--- src/design/brcbs_pkg.sv ---
`timescale 1ns / 1ps
`default_nettype none

package brcbs_pkg;

  // Geometry of the bitmap store.
  localparam int WORD_BITS  = 32;
  localparam int WORD_COUNT = 32;
  localparam int WIDX_W     = 5;
  localparam int BIT_W      = 5;
  localparam int INDEX_W    = 10;
  localparam int SIZE_W     = 11;
  localparam int OP_W       = 3;

  localparam logic [SIZE_W-1:0]    MAX_SIZE  = 11'd1024;
  localparam logic [BIT_W-1:0]     BIT_MAX   = 5'h1F;
  localparam logic [WORD_BITS-1:0] WORD_ONES = 32'hFFFFFFFF;

  // Opcodes.
  localparam logic [OP_W-1:0] OP_SET_ALL     = 3'd0;
  localparam logic [OP_W-1:0] OP_CLEAR_ALL   = 3'd1;
  localparam logic [OP_W-1:0] OP_CLEAR_RANGE = 3'd2;
  localparam logic [OP_W-1:0] OP_FIND_FIRST  = 3'd3;
  localparam logic [OP_W-1:0] OP_FIND_LAST   = 3'd4;
  localparam logic [OP_W-1:0] OP_WRITE_BIT   = 3'd5;

  // Commands from the controller to the datapath.
  typedef struct packed {
    logic take;
    logic decode;
    logic step;
    logic publish;
  } cmd_t;

  // Status from the datapath to the controller.
  typedef struct packed {
    logic walk;
    logic hit;
    logic last;
    logic out_busy;
  } status_t;

  // Position of the lowest set bit, found from the isolated bit.
  function automatic logic [BIT_W-1:0] lsb_index(input logic [WORD_BITS-1:0] x);
    logic [WORD_BITS-1:0] iso;
    logic [BIT_W-1:0]     r;
    iso  = x & (~x + 32'd1);
    r[4] = |(iso & 32'hFFFF0000);
    r[3] = |(iso & 32'hFF00FF00);
    r[2] = |(iso & 32'hF0F0F0F0);
    r[1] = |(iso & 32'hCCCCCCCC);
    r[0] = |(iso & 32'hAAAAAAAA);
    return r;
  endfunction

  // Position of the highest set bit, by halving the word five times.
  function automatic logic [BIT_W-1:0] msb_index(input logic [WORD_BITS-1:0] x);
    logic [WORD_BITS-1:0] v;
    logic [BIT_W-1:0]     r;
    v = x;
    r = '0;
    if (|v[31:16]) begin
      r[4] = 1'b1;
      v    = v >> 16;
    end
    if (|v[15:8]) begin
      r[3] = 1'b1;
      v    = v >> 8;
    end
    if (|v[7:4]) begin
      r[2] = 1'b1;
      v    = v >> 4;
    end
    if (|v[3:2]) begin
      r[1] = 1'b1;
      v    = v >> 2;
    end
    r[0] = v[1];
    return r;
  endfunction

endpackage

`default_nettype wire

--- src/design/brcbs_req_if.sv ---
`timescale 1ns / 1ps
`default_nettype none

interface brcbs_req_if;
  logic                         valid;
  logic                         ready;
  logic [brcbs_pkg::OP_W-1:0]   opcode;
  logic [brcbs_pkg::SIZE_W-1:0] first_index;
  logic [brcbs_pkg::INDEX_W-1:0] last_index;
  logic                         wanted_value;

  modport source (output valid, output opcode, output first_index, output last_index,
                  output wanted_value, input ready);
  modport sink (input valid, input opcode, input first_index, input last_index,
                input wanted_value, output ready);
endinterface

`default_nettype wire

--- src/design/brcbs_rsp_if.sv ---
`timescale 1ns / 1ps
`default_nettype none

interface brcbs_rsp_if;
  logic                          valid;
  logic                          ready;
  logic                          found;
  logic [brcbs_pkg::INDEX_W-1:0] found_index;
  logic                          bad_request;

  modport source (output valid, output found, output found_index, output bad_request,
                  input ready);
  modport sink (input valid, input found, input found_index, input bad_request,
                output ready);
endinterface

`default_nettype wire

--- src/design/brcbs_ctrl.sv ---
`timescale 1ns / 1ps
`default_nettype none

module brcbs_ctrl (
  input  wire logic               clk,
  input  wire logic               rst,
  input  wire logic               req_valid,
  input  wire brcbs_pkg::status_t st,
  output brcbs_pkg::cmd_t         cmd
);

  localparam logic [1:0] S_IDLE   = 2'd0;
  localparam logic [1:0] S_DECODE = 2'd1;
  localparam logic [1:0] S_WALK   = 2'd2;
  localparam logic [1:0] S_DONE   = 2'd3;

  logic [1:0] state;
  logic [1:0] state_next;

  always_comb begin
    state_next = state;
    cmd        = '0;
    unique case (state)
      S_IDLE: begin
        cmd.take = 1'b1;
        if (req_valid) state_next = S_DECODE;
      end
      S_DECODE: begin
        cmd.decode = 1'b1;
        state_next = st.walk ? S_WALK : S_DONE;
      end
      S_WALK: begin
        cmd.step = 1'b1;
        if (st.hit || st.last) state_next = S_DONE;
      end
      S_DONE: begin
        if (!st.out_busy) begin
          cmd.publish = 1'b1;
          state_next  = S_IDLE;
        end
      end
      default: state_next = S_IDLE;
    endcase
  end

  always_ff @(posedge clk) begin
    if (rst) begin
      state <= S_IDLE;
    end else begin
      state <= state_next;
    end
  end

endmodule

`default_nettype wire

--- src/design/brcbs_dp.sv ---
`timescale 1ns / 1ps
`default_nettype none

module brcbs_dp (
  input  wire logic                          clk,
  input  wire logic                          rst,
  brcbs_req_if.sink                          req,
  brcbs_rsp_if.source                        rsp,
  input  wire logic                          cfg_we,
  input  wire logic [brcbs_pkg::SIZE_W-1:0]  cfg_wdata,
  input  wire brcbs_pkg::cmd_t               cmd,
  output brcbs_pkg::status_t                 st
);

  logic [brcbs_pkg::WORD_BITS-1:0] words [brcbs_pkg::WORD_COUNT];

  logic [brcbs_pkg::SIZE_W-1:0]  size_cfg;
  logic [brcbs_pkg::SIZE_W-1:0]  size_q;
  logic [brcbs_pkg::OP_W-1:0]    op_q;
  logic [brcbs_pkg::SIZE_W-1:0]  first_q;
  logic [brcbs_pkg::INDEX_W-1:0] last_q;
  logic                          want_q;

  logic [brcbs_pkg::WIDX_W-1:0]  ptr;
  logic [brcbs_pkg::WIDX_W-1:0]  lo_w;
  logic [brcbs_pkg::BIT_W-1:0]   lo_b;
  logic [brcbs_pkg::WIDX_W-1:0]  hi_w;
  logic [brcbs_pkg::BIT_W-1:0]   hi_b;

  logic                          res_found;
  logic [brcbs_pkg::INDEX_W-1:0] res_idx;
  logic                          res_bad;
  logic                          out_valid;

  // Decode of the held request.
  logic [brcbs_pkg::SIZE_W-1:0]  size_m1;
  logic [brcbs_pkg::SIZE_W-1:0]  start;
  logic [brcbs_pkg::SIZE_W-1:0]  last_ext;
  logic                          first_gt;
  logic                          first_ge;
  logic                          dec_bad;
  logic                          dec_walk;
  logic [brcbs_pkg::INDEX_W-1:0] dec_lo;
  logic [brcbs_pkg::INDEX_W-1:0] dec_hi;
  logic                          down;
  logic                          is_find;

  // One word of the walk.
  logic [brcbs_pkg::WORD_BITS-1:0] cur_word;
  logic [brcbs_pkg::WORD_BITS-1:0] lo_mask;
  logic [brcbs_pkg::WORD_BITS-1:0] hi_mask;
  logic [brcbs_pkg::WORD_BITS-1:0] word_mask;
  logic [brcbs_pkg::WORD_BITS-1:0] cand;
  logic [brcbs_pkg::BIT_W-1:0]     hit_bit;

  assign req.ready = cmd.take;

  always_comb begin
    size_m1  = size_q - 11'd1;
    last_ext = {1'b0, last_q};
    first_gt = first_q > size_q;
    first_ge = first_q >= size_q;
    start    = (first_q == size_q) ? size_m1 : first_q;
    dec_bad  = 1'b0;
    dec_walk = 1'b0;
    dec_lo   = first_q[brcbs_pkg::INDEX_W-1:0];
    dec_hi   = last_q;
    unique case (op_q) inside
      brcbs_pkg::OP_SET_ALL, brcbs_pkg::OP_CLEAR_ALL: begin
        dec_bad = 1'b0;
      end
      brcbs_pkg::OP_CLEAR_RANGE: begin
        dec_bad  = first_ge || (last_ext >= size_q) || (first_q > last_ext);
        dec_walk = !dec_bad;
      end
      brcbs_pkg::OP_FIND_FIRST: begin
        dec_bad  = first_gt;
        dec_walk = !first_ge;
        dec_hi   = size_m1[brcbs_pkg::INDEX_W-1:0];
      end
      brcbs_pkg::OP_FIND_LAST: begin
        dec_bad  = first_gt;
        dec_walk = !first_gt && (size_q != '0);
        dec_lo   = '0;
        dec_hi   = start[brcbs_pkg::INDEX_W-1:0];
      end
      brcbs_pkg::OP_WRITE_BIT: begin
        dec_bad = first_ge;
      end
      default: dec_bad = 1'b1;
    endcase
  end

  assign down    = (op_q == brcbs_pkg::OP_FIND_LAST);
  assign is_find = (op_q == brcbs_pkg::OP_FIND_FIRST) || down;

  always_comb begin
    cur_word  = words[ptr];
    lo_mask   = (ptr == lo_w) ? (brcbs_pkg::WORD_ONES << lo_b) : brcbs_pkg::WORD_ONES;
    hi_mask   = (ptr == hi_w) ? (brcbs_pkg::WORD_ONES >> (brcbs_pkg::BIT_MAX - hi_b))
                              : brcbs_pkg::WORD_ONES;
    word_mask = lo_mask & hi_mask;
    cand      = (want_q ? cur_word : ~cur_word) & word_mask;
    hit_bit   = down ? brcbs_pkg::msb_index(cand) : brcbs_pkg::lsb_index(cand);
  end

  assign st.walk     = dec_walk;
  assign st.hit      = is_find && (|cand);
  assign st.last     = down ? (ptr == lo_w) : (ptr == hi_w);
  assign st.out_busy = out_valid && !rsp.ready;

  // Size register, limited to the store's capacity when a request is taken.
  always_ff @(posedge clk) begin
    if (rst) begin
      size_cfg <= '0;
    end else if (cfg_we) begin
      size_cfg <= cfg_wdata;
    end
  end

  always_ff @(posedge clk) begin
    if (cmd.take && req.valid) begin
      op_q    <= req.opcode;
      first_q <= req.first_index;
      last_q  <= req.last_index;
      want_q  <= req.wanted_value;
      size_q  <= (size_cfg > brcbs_pkg::MAX_SIZE) ? brcbs_pkg::MAX_SIZE : size_cfg;
    end
    if (cmd.decode) begin
      lo_w <= dec_lo[brcbs_pkg::INDEX_W-1:brcbs_pkg::BIT_W];
      lo_b <= dec_lo[brcbs_pkg::BIT_W-1:0];
      hi_w <= dec_hi[brcbs_pkg::INDEX_W-1:brcbs_pkg::BIT_W];
      hi_b <= dec_hi[brcbs_pkg::BIT_W-1:0];
      ptr  <= down ? dec_hi[brcbs_pkg::INDEX_W-1:brcbs_pkg::BIT_W]
                   : dec_lo[brcbs_pkg::INDEX_W-1:brcbs_pkg::BIT_W];
    end else if (cmd.step) begin
      ptr <= down ? (ptr - 5'd1) : (ptr + 5'd1);
    end
    if (cmd.decode) begin
      res_bad   <= dec_bad;
      res_found <= 1'b0;
      res_idx   <= '0;
    end else if (cmd.step && st.hit) begin
      res_found <= 1'b1;
      res_idx   <= {ptr, hit_bit};
    end
  end

  // Bitmap store: whole-store fills, single-bit writes and masked range clears.
  always_ff @(posedge clk) begin
    if (rst) begin
      for (int i = 0; i < brcbs_pkg::WORD_COUNT; i++) begin
        words[i] <= '0;
      end
    end else if (cmd.decode && (op_q == brcbs_pkg::OP_SET_ALL)) begin
      for (int i = 0; i < brcbs_pkg::WORD_COUNT; i++) begin
        words[i] <= brcbs_pkg::WORD_ONES;
      end
    end else if (cmd.decode && (op_q == brcbs_pkg::OP_CLEAR_ALL)) begin
      for (int i = 0; i < brcbs_pkg::WORD_COUNT; i++) begin
        words[i] <= '0;
      end
    end else if (cmd.decode && (op_q == brcbs_pkg::OP_WRITE_BIT) && !dec_bad) begin
      words[first_q[brcbs_pkg::INDEX_W-1:brcbs_pkg::BIT_W]][first_q[brcbs_pkg::BIT_W-1:0]]
        <= want_q;
    end else if (cmd.step && (op_q == brcbs_pkg::OP_CLEAR_RANGE)) begin
      words[ptr] <= cur_word & ~word_mask;
    end
  end

  // Output register.
  always_ff @(posedge clk) begin
    if (rst) begin
      out_valid <= 1'b0;
    end else if (cmd.publish) begin
      out_valid <= 1'b1;
    end else if (rsp.ready) begin
      out_valid <= 1'b0;
    end
  end

  always_ff @(posedge clk) begin
    if (cmd.publish) begin
      rsp.found       <= res_found;
      rsp.found_index <= res_idx;
      rsp.bad_request <= res_bad;
    end
  end

  assign rsp.valid = out_valid;

endmodule

`default_nettype wire

--- src/design/bitmap_range_clear_and_bit_search.sv ---
// Bitmap of 1024 bits kept as 32 words of 32 bits, with range clear and bit search.
// Requests arrive on the req channel (opcode, first_index, last_index, wanted_value)
// and each one produces exactly one transfer on the rsp channel (found, found_index,
// bad_request). Both channels move a transfer when valid and ready are high together.
// The size register is written through cfg_we / cfg_wdata, by the user only while the block is
// idle (the block itself does not enforce this); values above 1024 are treated as 1024.
// A request is taken only when the previous one has left its working registers.
// Set all, clear all, single-bit writes and rejected requests pass from decode straight
// to the done state, which hands the result to the output register and returns to idle.
// Range clears and searches walk the store one word per cycle through the single
// word read port, visiting at most 32 words; a search stops at the first word
// holding a match.
// The result sits in an output register. When the receiver stalls, the next result
// waits in the working registers until the output register frees up.
// Synchronous reset clears the whole bitmap, the size register and all handshake
// state; the block accepts a request in the first cycle after reset.

`timescale 1ns / 1ps
`default_nettype none

module bitmap_range_clear_and_bit_search (
  input  wire logic                         clk,
  input  wire logic                         rst,
  brcbs_req_if.sink                         req,
  brcbs_rsp_if.source                       rsp,
  input  wire logic                         cfg_we,
  input  wire logic [brcbs_pkg::SIZE_W-1:0] cfg_wdata
);

  brcbs_pkg::cmd_t    cmd;
  brcbs_pkg::status_t st;

  // The controller sequences accept, decode, word walk and result hand-off.
  brcbs_ctrl u_ctrl (
    .clk       (clk),
    .rst       (rst),
    .req_valid (req.valid),
    .st        (st),
    .cmd       (cmd)
  );

  // The datapath holds the bitmap, the request, the walk pointer and the output register.
  brcbs_dp u_dp (
    .clk       (clk),
    .rst       (rst),
    .req       (req),
    .rsp       (rsp),
    .cfg_we    (cfg_we),
    .cfg_wdata (cfg_wdata),
    .cmd       (cmd),
    .st        (st)
  );

endmodule

`default_nettype wire
--- src/flat_wrapper.sv ---
// flat-port wrapper written by rule: the top's interface ports become plain ports
module bitmap_range_clear_and_bit_search_flat 
  (clk, rst, cfg_we, cfg_wdata, req_valid, req_opcode, req_first_index, req_last_index, req_wanted_value, req_ready, rsp_valid, rsp_found, rsp_found_index, rsp_bad_request, rsp_ready);
  brcbs_req_if req_i ();
  brcbs_rsp_if rsp_i ();
  input  wire logic clk;
  input  wire logic rst;
  input  wire logic cfg_we;
  input  wire logic [brcbs_pkg::SIZE_W-1:0] cfg_wdata;
  input wire logic [$bits(req_i.valid)-1:0] req_valid;
  input wire logic [$bits(req_i.opcode)-1:0] req_opcode;
  input wire logic [$bits(req_i.first_index)-1:0] req_first_index;
  input wire logic [$bits(req_i.last_index)-1:0] req_last_index;
  input wire logic [$bits(req_i.wanted_value)-1:0] req_wanted_value;
  output wire logic [$bits(req_i.ready)-1:0] req_ready;
  output wire logic [$bits(rsp_i.valid)-1:0] rsp_valid;
  output wire logic [$bits(rsp_i.found)-1:0] rsp_found;
  output wire logic [$bits(rsp_i.found_index)-1:0] rsp_found_index;
  output wire logic [$bits(rsp_i.bad_request)-1:0] rsp_bad_request;
  input wire logic [$bits(rsp_i.ready)-1:0] rsp_ready;
  assign req_i.valid = req_valid;
  assign req_i.opcode = req_opcode;
  assign req_i.first_index = req_first_index;
  assign req_i.last_index = req_last_index;
  assign req_i.wanted_value = req_wanted_value;
  assign req_ready = req_i.ready;
  assign rsp_valid = rsp_i.valid;
  assign rsp_found = rsp_i.found;
  assign rsp_found_index = rsp_i.found_index;
  assign rsp_bad_request = rsp_i.bad_request;
  assign rsp_i.ready = rsp_ready;
  bitmap_range_clear_and_bit_search u_core (.clk(clk), .rst(rst), .req(req_i), .rsp(rsp_i), .cfg_we(cfg_we), .cfg_wdata(cfg_wdata));
endmodule
--- config.mk ---
export PLATFORM = sky130hd
export DESIGN_NAME = bitmap_range_clear_and_bit_search_flat
export DESIGN_NICKNAME = d
export VERILOG_FILES = /design/src/design/brcbs_pkg.sv /design/src/design/brcbs_req_if.sv /design/src/design/brcbs_rsp_if.sv /design/src/design/brcbs_ctrl.sv /design/src/design/brcbs_dp.sv /design/src/design/bitmap_range_clear_and_bit_search.sv /design/src/flat_wrapper.sv
export SDC_FILE = /design/constraint.sdc
export NUM_CORES = 2
export LEC_CHECK = 0
export BUFFER_PORTS_ARGS = -buffer_cell sky130_fd_sc_hd__buf_2
export CORE_MARGIN = 4
export CORE_UTILIZATION = 45
export DETAILED_ROUTE_END_ITERATION = 12
export GPL_ROUTABILITY_DRIVEN = 0
export PLACE_DENSITY = 0.65
export REMOVE_ABC_BUFFERS = 1
export SETUP_SLACK_MARGIN = 0.4
export SLEW_MARGIN = 20
export SYNTH_ARGS = -nofsm -noshare
export SYNTH_HDL_FRONTEND = slang
export SYNTH_SLANG_ARGS = --single-unit
--- constraint.sdc ---
create_clock -name clk -period 3.93 [get_ports clk]
set_input_delay 0 -clock clk [delete_from_list [all_inputs] [get_ports clk]]
set_output_delay 0 -clock clk [all_outputs]
set_load 0.1 [all_outputs]
# --- Word-level counts from Yosys, hierarchy flattened ---
# Memory sizes are Yosys's and may differ from the RTL's. A register that Yosys moved wholly into a read port is not among the register bits.
# Index checks and enable logic that the tools add are counted.
classes:
  n_addsub: 5
  magnitude_cmp: 7
  n_eq_ne: 14
  shift: 2
  muxes: 127
  bitwise: 71
  n_reduce_logical: 40
op_table:
  columns: ["operator", "n"]
  rows:
  - ["32-bit 2-to-1 mux", 72]
  - ["32-bit bitwise AND", 4]
  - ["32-bit NOT", 3]
  - ["16-bit OR reduction", 6]
  - ["32-bit OR reduction", 3]
  - ["1-bit OR", 64]
  - ["5-bit 2-to-1 mux", 8]
  - ["1-bit 2-to-1 mux", 33]
  - ["32-bit by 1-bit adder with 32-bit output (second input constant)", 1]
  - ["32-bit by 5-bit << shifter with 32-bit output (first input constant)", 1]
  - ["32-bit by 5-bit right shift with 32-bit output (first input constant)", 1]
  - ["10-bit 2-to-1 mux", 2]
  - ["10-bit case mux with 2 select lines", 1]
  - ["16-bit 2-to-1 mux", 1]
  - ["11-bit == test", 1]
  - ["10-bit by 11-bit >= comparator with 1-bit output", 1]
  - ["11-bit >= comparator", 1]
  - ["11-bit by 10-bit > comparator with 1-bit output", 1]
  - ["11-bit > comparator", 1]
  - ["11-bit > comparator (second input constant)", 1]
  - ["1-bit logical AND", 11]
  - ["11-bit nonzero test", 1]
  - ["5-bit == test", 2]
  - ["10-bit by 1-bit subtractor with 10-bit output (second input constant)", 1]
  - ["27 further kinds", 45]
word_totals:
  ff_bits: 99
  mem_bits_rw: 1024
  memories: 1
memory_table:
  columns: ["name", "words", "width", "read_ports", "rd_clocked_by_memory_dff", "write_ports", "line", "source"]
  rows:
  - ["u_core.u_dp.words", 32, 32, 1, 1, 32, "brcbs_dp.sv:15", "logic [brcbs_pkg::WORD_BITS-1:0] words [brcbs_pkg::WORD_COUNT];"]

# --- Longest topological paths before layout ---
logic_depth:
  depth_word: 14
  depth_mapped: 19
  ltp_nobuf: 14

# --- By module ---
# A second synthesis with hierarchy kept.
unflattened:
  cells_unflattened: 5622
  hier_area_um2: 61067.3
by_module_without_submodules:
  columns: ["module", "n_inst", "cells_per_inst", "area_each_um2", "seq_area_each_um2"]
  rows:
  - ["brcbs_dp", 1, 5602, 60877.1, 33532.2]
  - ["brcbs_ctrl", 1, 20, 190.2, 40.0]

# --- Least setup slack after synthesis ---
# Ideal clock, no wire load.
synth_timing:
  path_type: "register to register"
  from: "reg with a tool-made name"
  to: "reg u_core.u_dp.res_idx[0] in the netlist's numbering"
  setup_ns: 0.145
  arrival_ns: 3.588
  setup_slack_ns: 0.197
  path_stages_with_launch: 17
  path_buffers: 6
  synth_period_minus_slack_ns: 3.733
  path_cell_list: "dfxtp_1 -> buf_6 -> buf_6 -> buf_6 -> buf_4 -> buf_2 -> mux4_2 -> mux2i_1 -> nor2_1 -> nor3_1 -> mux2_2 -> nor4_4 -> nand2_2 -> o211a_1 -> buf_4 -> o21ai_1 -> a311oi_2"
synth_rtl:
  columns: ["element", "line", "source"]
  rows:
  - ["end signal, assigned", "brcbs_dp.sv:145", "res_idx <= {ptr, hit_bit};"]
  - ["end, declared", "brcbs_dp.sv:31", "logic [brcbs_pkg::INDEX_W-1:0] res_idx;"]

==> results list <==
- The run finished, with violations left.
- Failing checks: negative setup slack
- Of the total power, the share spent switching nets is 0.381.
- After floorplanning, the core was divided into 134 placement rows.
- Slew at the pin with the worst max-slew slack: 978 ps
- In this run, synthesis inferred 1098 flip-flops with an integrated enable.
- The number of global-route vias before repair came to 49100.
- Setup slack after layout: -82.9 ps
- DRC violation count after routing: 0
- Of the total power, registers draw 0.326.
- Timing would allow up to 249 MHz.
- On the final layout, the worst hold slack is 31.3 ps.
- Synthesis warning total: 0
* Area share of the largest cell type after synthesis: 0.541
- For this run the aggregate overflow at the end of global routing stands at 0.
- For this run, the post-layout net count is 5765.
* Setup slack, reg-to-reg: -80 ps
- In the synthesized netlist the async set-or-reset flop fraction comes to 0.
- Area grow syn2layout: 19.8%
* Post-synthesis instance area: 60900 um^2
- The share of total power dissipated in combinational logic is 0.447.
- Clock Pin Slew Worst Setup and Hold Paths: 60 ps
* Source-to-sink clock delay at the later pin of the worst-skew pair: 750 ps
* Die Footprint: 141000 um^2
- Internal portion of total power: 30.7 mW
* Crit end category: flop
* Ratio of cells with drive above 1 in the final layout: 0.217
- Clock network power share: 0.227
* Post-detailed-routing wire length: 223000 um
- Number of max-cap violations: 0
* Top cell type by total area after synthesis: sky130_fd_sc_hd__edfxtp_1
- The H-tree generated during clock tree synthesis spans 3 levels.
* Power per unit of standard cell area: 679 nW/um^2
- Share of the yosys chip area belonging to registers: 0.551
- The first global-routing pass estimated 320000 um of wire.
* Reported net switching power: 18.9 mW
- Die width: 376 um
- Chip Height: 376 um
- Drt via density: 6.82
- The longest clock path from root to sink contains 3 buffers.
- Post-synthesis instance total: 5673
- For this run, the total global-route usage over all layers was measured as 0.301.
- Drt pass-1 iters: 7
* Worst Hold Depth: 2
* TritonCTS clock tree: built
* Average size of a mapped cell: 10.7 um^2
- Number of slew-limit violations in the final report: 0
- For this block, the initial DRC count from the detailed router was 8420.
* Arrival time at the worst endpoint: 4660 ps
* Ratio of final minimum period to clock period: 1.02
* # clock sinks: 1128
- The endpoint identified for the worst register-to-register timing path is u_core.u_dp.res_idx[0].
- Final standard cell area without fillers: 73000 um^2
- The worst path in the final design needs a cycle of 4010 ps, including I/O delays and setup.
- In this run, CTS created clock tree buffers numbering 121.
- Critical path startpoint category: flop
- For this configuration, the core starts out at a cell density of 0.455.
- Setup CP Type: flop to flop
* Leakage component of the power: 25.8 nW
* CP Max Fanout: 13
* Worst clock skew: 37.1 ps
- Primary FF master, synth: sky130_fd_sc_hd__edfxtp_1
- Placed inst area: 65000 um^2
* Placed wire-length estimate after detailed placement: 128000 um
* Netlist cell types: 90
- By area the synthesized netlist is led by sky130_fd_sc_hd__edfxtp_1 (54%), sky130_fd_sc_hd__o21ai_0 (14%), sky130_fd_sc_hd__mux2i_1 (5.7%).
- Final-report setup violation count: 2
* Worst Reg-to-Reg Cells: 15
* Hold/Removal Path Class: input port to flop
* Peak supply drop: 452 uV
- Final hold viol count: 0
- Largest net degree at the start of global routing: 175
- Via count: 51600
- Core footprint: 134000 um^2
- STA puts the critical path data required time at 4580 ps.
* Min-Delay Startpoint: req_first_index[1]
* I/O pin count: 55
- The number of antenna violations at the first check in global routing is 10.
* Worst min-delay path endpoint: u_core.u_dp.first_q[1]
- The count of nets left with antenna violations once routing finished came out at 0.
* RSZ-0062 raised after global routing: true
- After synthesis the netlist holds a flip-flop and latch count of 1128.
- Master cell of the clock root buffer: sky130_fd_sc_hd__clkbuf_16
- WL per Instance: 29.5 um
- Port Buffers: 54
- Worst rel slew slack: 0.346
==> sequential cells by signal, indices dropped and copies added, names as in the netlist, 10 cells and up, named ones only <==
name and flops:
u_core.u_dp.size_q 11, u_core.u_dp.rsp.found_index 10, u_core.u_dp.first_q 11, u_core.u_dp.last_q 10, u_core.u_dp.size_cfg 11, u_core.u_dp.words 1024
u_core.u_dp.res_idx 10
==> metal layers <==
layer	vias up	wire length (um)	global-route usage
li1	21600	-	-
met1	25400	79200	0.392
met2	3821	101000	0.464
met3	768	28800	0.0652
met4	2	14500	0.177
met5	-	9	0
==> layout by cell type, fill, tap and decap left out, types with 15 or more instances in the layout <==
master,n
sky130_fd_sc_hd__a211oi_1,15
sky130_fd_sc_hd__o21ai_2,111
sky130_fd_sc_hd__nand2_2,28
sky130_fd_sc_hd__nor2_1,113
sky130_fd_sc_hd__clkbuf_16,139
sky130_fd_sc_hd__buf_4,342
sky130_fd_sc_hd__buf_6,39
sky130_fd_sc_hd__o22ai_1,15
sky130_fd_sc_hd__ha_1,37
sky130_fd_sc_hd__inv_1,38
sky130_fd_sc_hd__o21ai_4,43
sky130_fd_sc_hd__clkinv_2,18
sky130_fd_sc_hd__dlygate4sd3_1,83
sky130_fd_sc_hd__o221ai_1,17
sky130_fd_sc_hd__xnor2_1,34
sky130_fd_sc_hd__dfxtp_1,26
sky130_fd_sc_hd__o211ai_1,15
sky130_fd_sc_hd__nand2_1,136
sky130_fd_sc_hd__nand2b_4,23
sky130_fd_sc_hd__buf_12,101
sky130_fd_sc_hd__mux4_2,109
sky130_fd_sc_hd__nand4_1,17
sky130_fd_sc_hd__o31ai_1,20
sky130_fd_sc_hd__a21oi_1,473
sky130_fd_sc_hd__clkbuf_1,25
sky130_fd_sc_hd__clkinv_1,33
sky130_fd_sc_hd__edfxtp_1,1098
sky130_fd_sc_hd__nor2b_1,26
sky130_fd_sc_hd__buf_2,54
sky130_fd_sc_hd__o21ai_1,64
sky130_fd_sc_hd__a41oi_4,15
sky130_fd_sc_hd__mux2_2,18
sky130_fd_sc_hd__a22oi_1,132
sky130_fd_sc_hd__mux2i_1,340
sky130_fd_sc_hd__o21a_1,24
sky130_fd_sc_hd__a21oi_2,22
sky130_fd_sc_hd__and2_1,26
sky130_fd_sc_hd__o21ai_0,1456
sky130_fd_sc_hd__nand3_1,103
sky130_fd_sc_hd__nor3_1,31
==> timing repair <==
action	in CTS	in global routing
cloned	12	27
resized for setup	175	474
setup buffers	36	22
pin swaps	12	165
setup endpoints to repair	1150	1829
hold buffers	83	0
hold endpoints to repair	39	0
==> power by group through the flow <==
stage / Clock (mW) / Sequential [mW] / Combinational [mW]
after floorplan: 0 / 16.7 / 10.5
after global placement: 0 / 16.3 / 19.4
after detailed placement: 0 / 16.4 / 19.6
after CTS: 11.2 / 16.1 / 20.6
after global routing: 11.8 / 16.3 / 23.0
final: 11.2 / 16.2 / 22.2
==> worst max-delay path: stages (launching register included) <==
cell and delay (ps):
sky130_fd_sc_hd__dfxtp_4 440, sky130_fd_sc_hd__buf_16 210, sky130_fd_sc_hd__buf_12 180, sky130_fd_sc_hd__mux4_2 510, sky130_fd_sc_hd__mux4_2 500, sky130_fd_sc_hd__mux2i_2 210, sky130_fd_sc_hd__buf_6 170, sky130_fd_sc_hd__xnor2_1 110
sky130_fd_sc_hd__a22oi_4 220, sky130_fd_sc_hd__nand3_4 140, sky130_fd_sc_hd__nor4_4 230, sky130_fd_sc_hd__nand2_2 190, sky130_fd_sc_hd__buf_4 190, sky130_fd_sc_hd__o221ai_1 230, sky130_fd_sc_hd__a211oi_1 110, sky130_fd_sc_hd__a311oi_2 270
==> Yosys cell counts, types with 5 or more instances <==
master / count
sky130_fd_sc_hd__a211oi_1: 16
sky130_fd_sc_hd__a21o_1: 10
sky130_fd_sc_hd__a21oi_1: 497
sky130_fd_sc_hd__a221oi_1: 5
sky130_fd_sc_hd__a22o_1: 5
sky130_fd_sc_hd__a22oi_1: 132
sky130_fd_sc_hd__a31oi_1: 9
sky130_fd_sc_hd__a41oi_1: 32
sky130_fd_sc_hd__and2_1: 33
sky130_fd_sc_hd__and3_1: 23
sky130_fd_sc_hd__buf_1: 27
sky130_fd_sc_hd__buf_2: 43
sky130_fd_sc_hd__buf_4: 24
sky130_fd_sc_hd__buf_6: 22
sky130_fd_sc_hd__clkbuf_1: 657
sky130_fd_sc_hd__dfxtp_1: 30
sky130_fd_sc_hd__edfxtp_1: 1098
sky130_fd_sc_hd__ha_1: 39
sky130_fd_sc_hd__inv_1: 40
sky130_fd_sc_hd__mux2_2: 18
sky130_fd_sc_hd__mux2i_1: 349
sky130_fd_sc_hd__mux4_2: 109
sky130_fd_sc_hd__nand2_1: 168
sky130_fd_sc_hd__nand2b_1: 37
sky130_fd_sc_hd__nand3_1: 107
sky130_fd_sc_hd__nand3b_1: 8
sky130_fd_sc_hd__nand4_1: 17
sky130_fd_sc_hd__nor2_1: 124
sky130_fd_sc_hd__nor2b_1: 32
sky130_fd_sc_hd__nor3_1: 33
sky130_fd_sc_hd__nor4_1: 11
sky130_fd_sc_hd__o211ai_1: 15
sky130_fd_sc_hd__o21a_1: 24
sky130_fd_sc_hd__o21ai_0: 1664
sky130_fd_sc_hd__o21ai_1: 10
sky130_fd_sc_hd__o221ai_1: 18
sky130_fd_sc_hd__o22a_1: 7
sky130_fd_sc_hd__o22ai_1: 17
sky130_fd_sc_hd__o31ai_1: 31
sky130_fd_sc_hd__or2_2: 7
sky130_fd_sc_hd__or3_1: 7
sky130_fd_sc_hd__xnor2_1: 36
==> worst max-delay path by stage <==
| stage | start | to | slack [ps] | depth (start not counted) |
|---|---|---|---|---|
| 3_5_place_dp | flop | u_core.u_dp.res_idx[0] | -130 | 15 |
| 3_3_place_gp | flop | u_core.u_dp.res_idx[0] | -100 | 15 |
| 6_report | flop | u_core.u_dp.res_idx[0] | -80 | 15 |
| 2_1_floorplan | u_core.u_ctrl.state[1] | u_core.u_dp.words[0][0] | -21720 | 6 |
| 5_1_grt | flop | u_core.u_ctrl.state[0] | -120 | 17 |
| 4_1_cts | flop | u_core.u_dp.res_idx[0] | -9 | 17 |
==> cells by family after synthesis <==
logic type / count (synthesis) / synth area share
AOI/OAI and AO/OA: 2540 / 0.227
xor gates and xnor gates: 37 / 0.00532
adders and majority gates: 40 / 0.00834
buffers and inverters: 814 / 0.0552
DFF: 1128 / 0.551
muxes: 477 / 0.101
and+or+nand+nor: 637 / 0.0521
==> through the flow <==
stage          cells  worst slack [ps]  TNS (ps)  power [mW]   util
6_report        7563             -82.9      -106        49.6  0.545
3_5_place_dp    7149              -134     -1020        36.0  0.485
5_1_grt         7559              -117      -722        51.0  0.545
3_3_place_gp    7149             -97.0      -492        35.7  0.485
2_1_floorplan   4900            -21720         -        27.2      -
4_1_cts         7509             -8.70     -8.70        48.0  0.529
==> cell type report <==
cell class / instances / area (um^2)
Clock inverter: 71 / 524
Antenna cell: 5 / 12.5
Tap cell: 1768 / 2210
Timing Repair Buffer: 654 / 7020
Sequential cell: 1128 / 33600
Clock buffer: 158 / 3310
Inverter: 41 / 154
Fill cell: 11100 / 61000
Multi-Input combinational cell: 3738 / 26100
(Power assumes the default switching activity.)
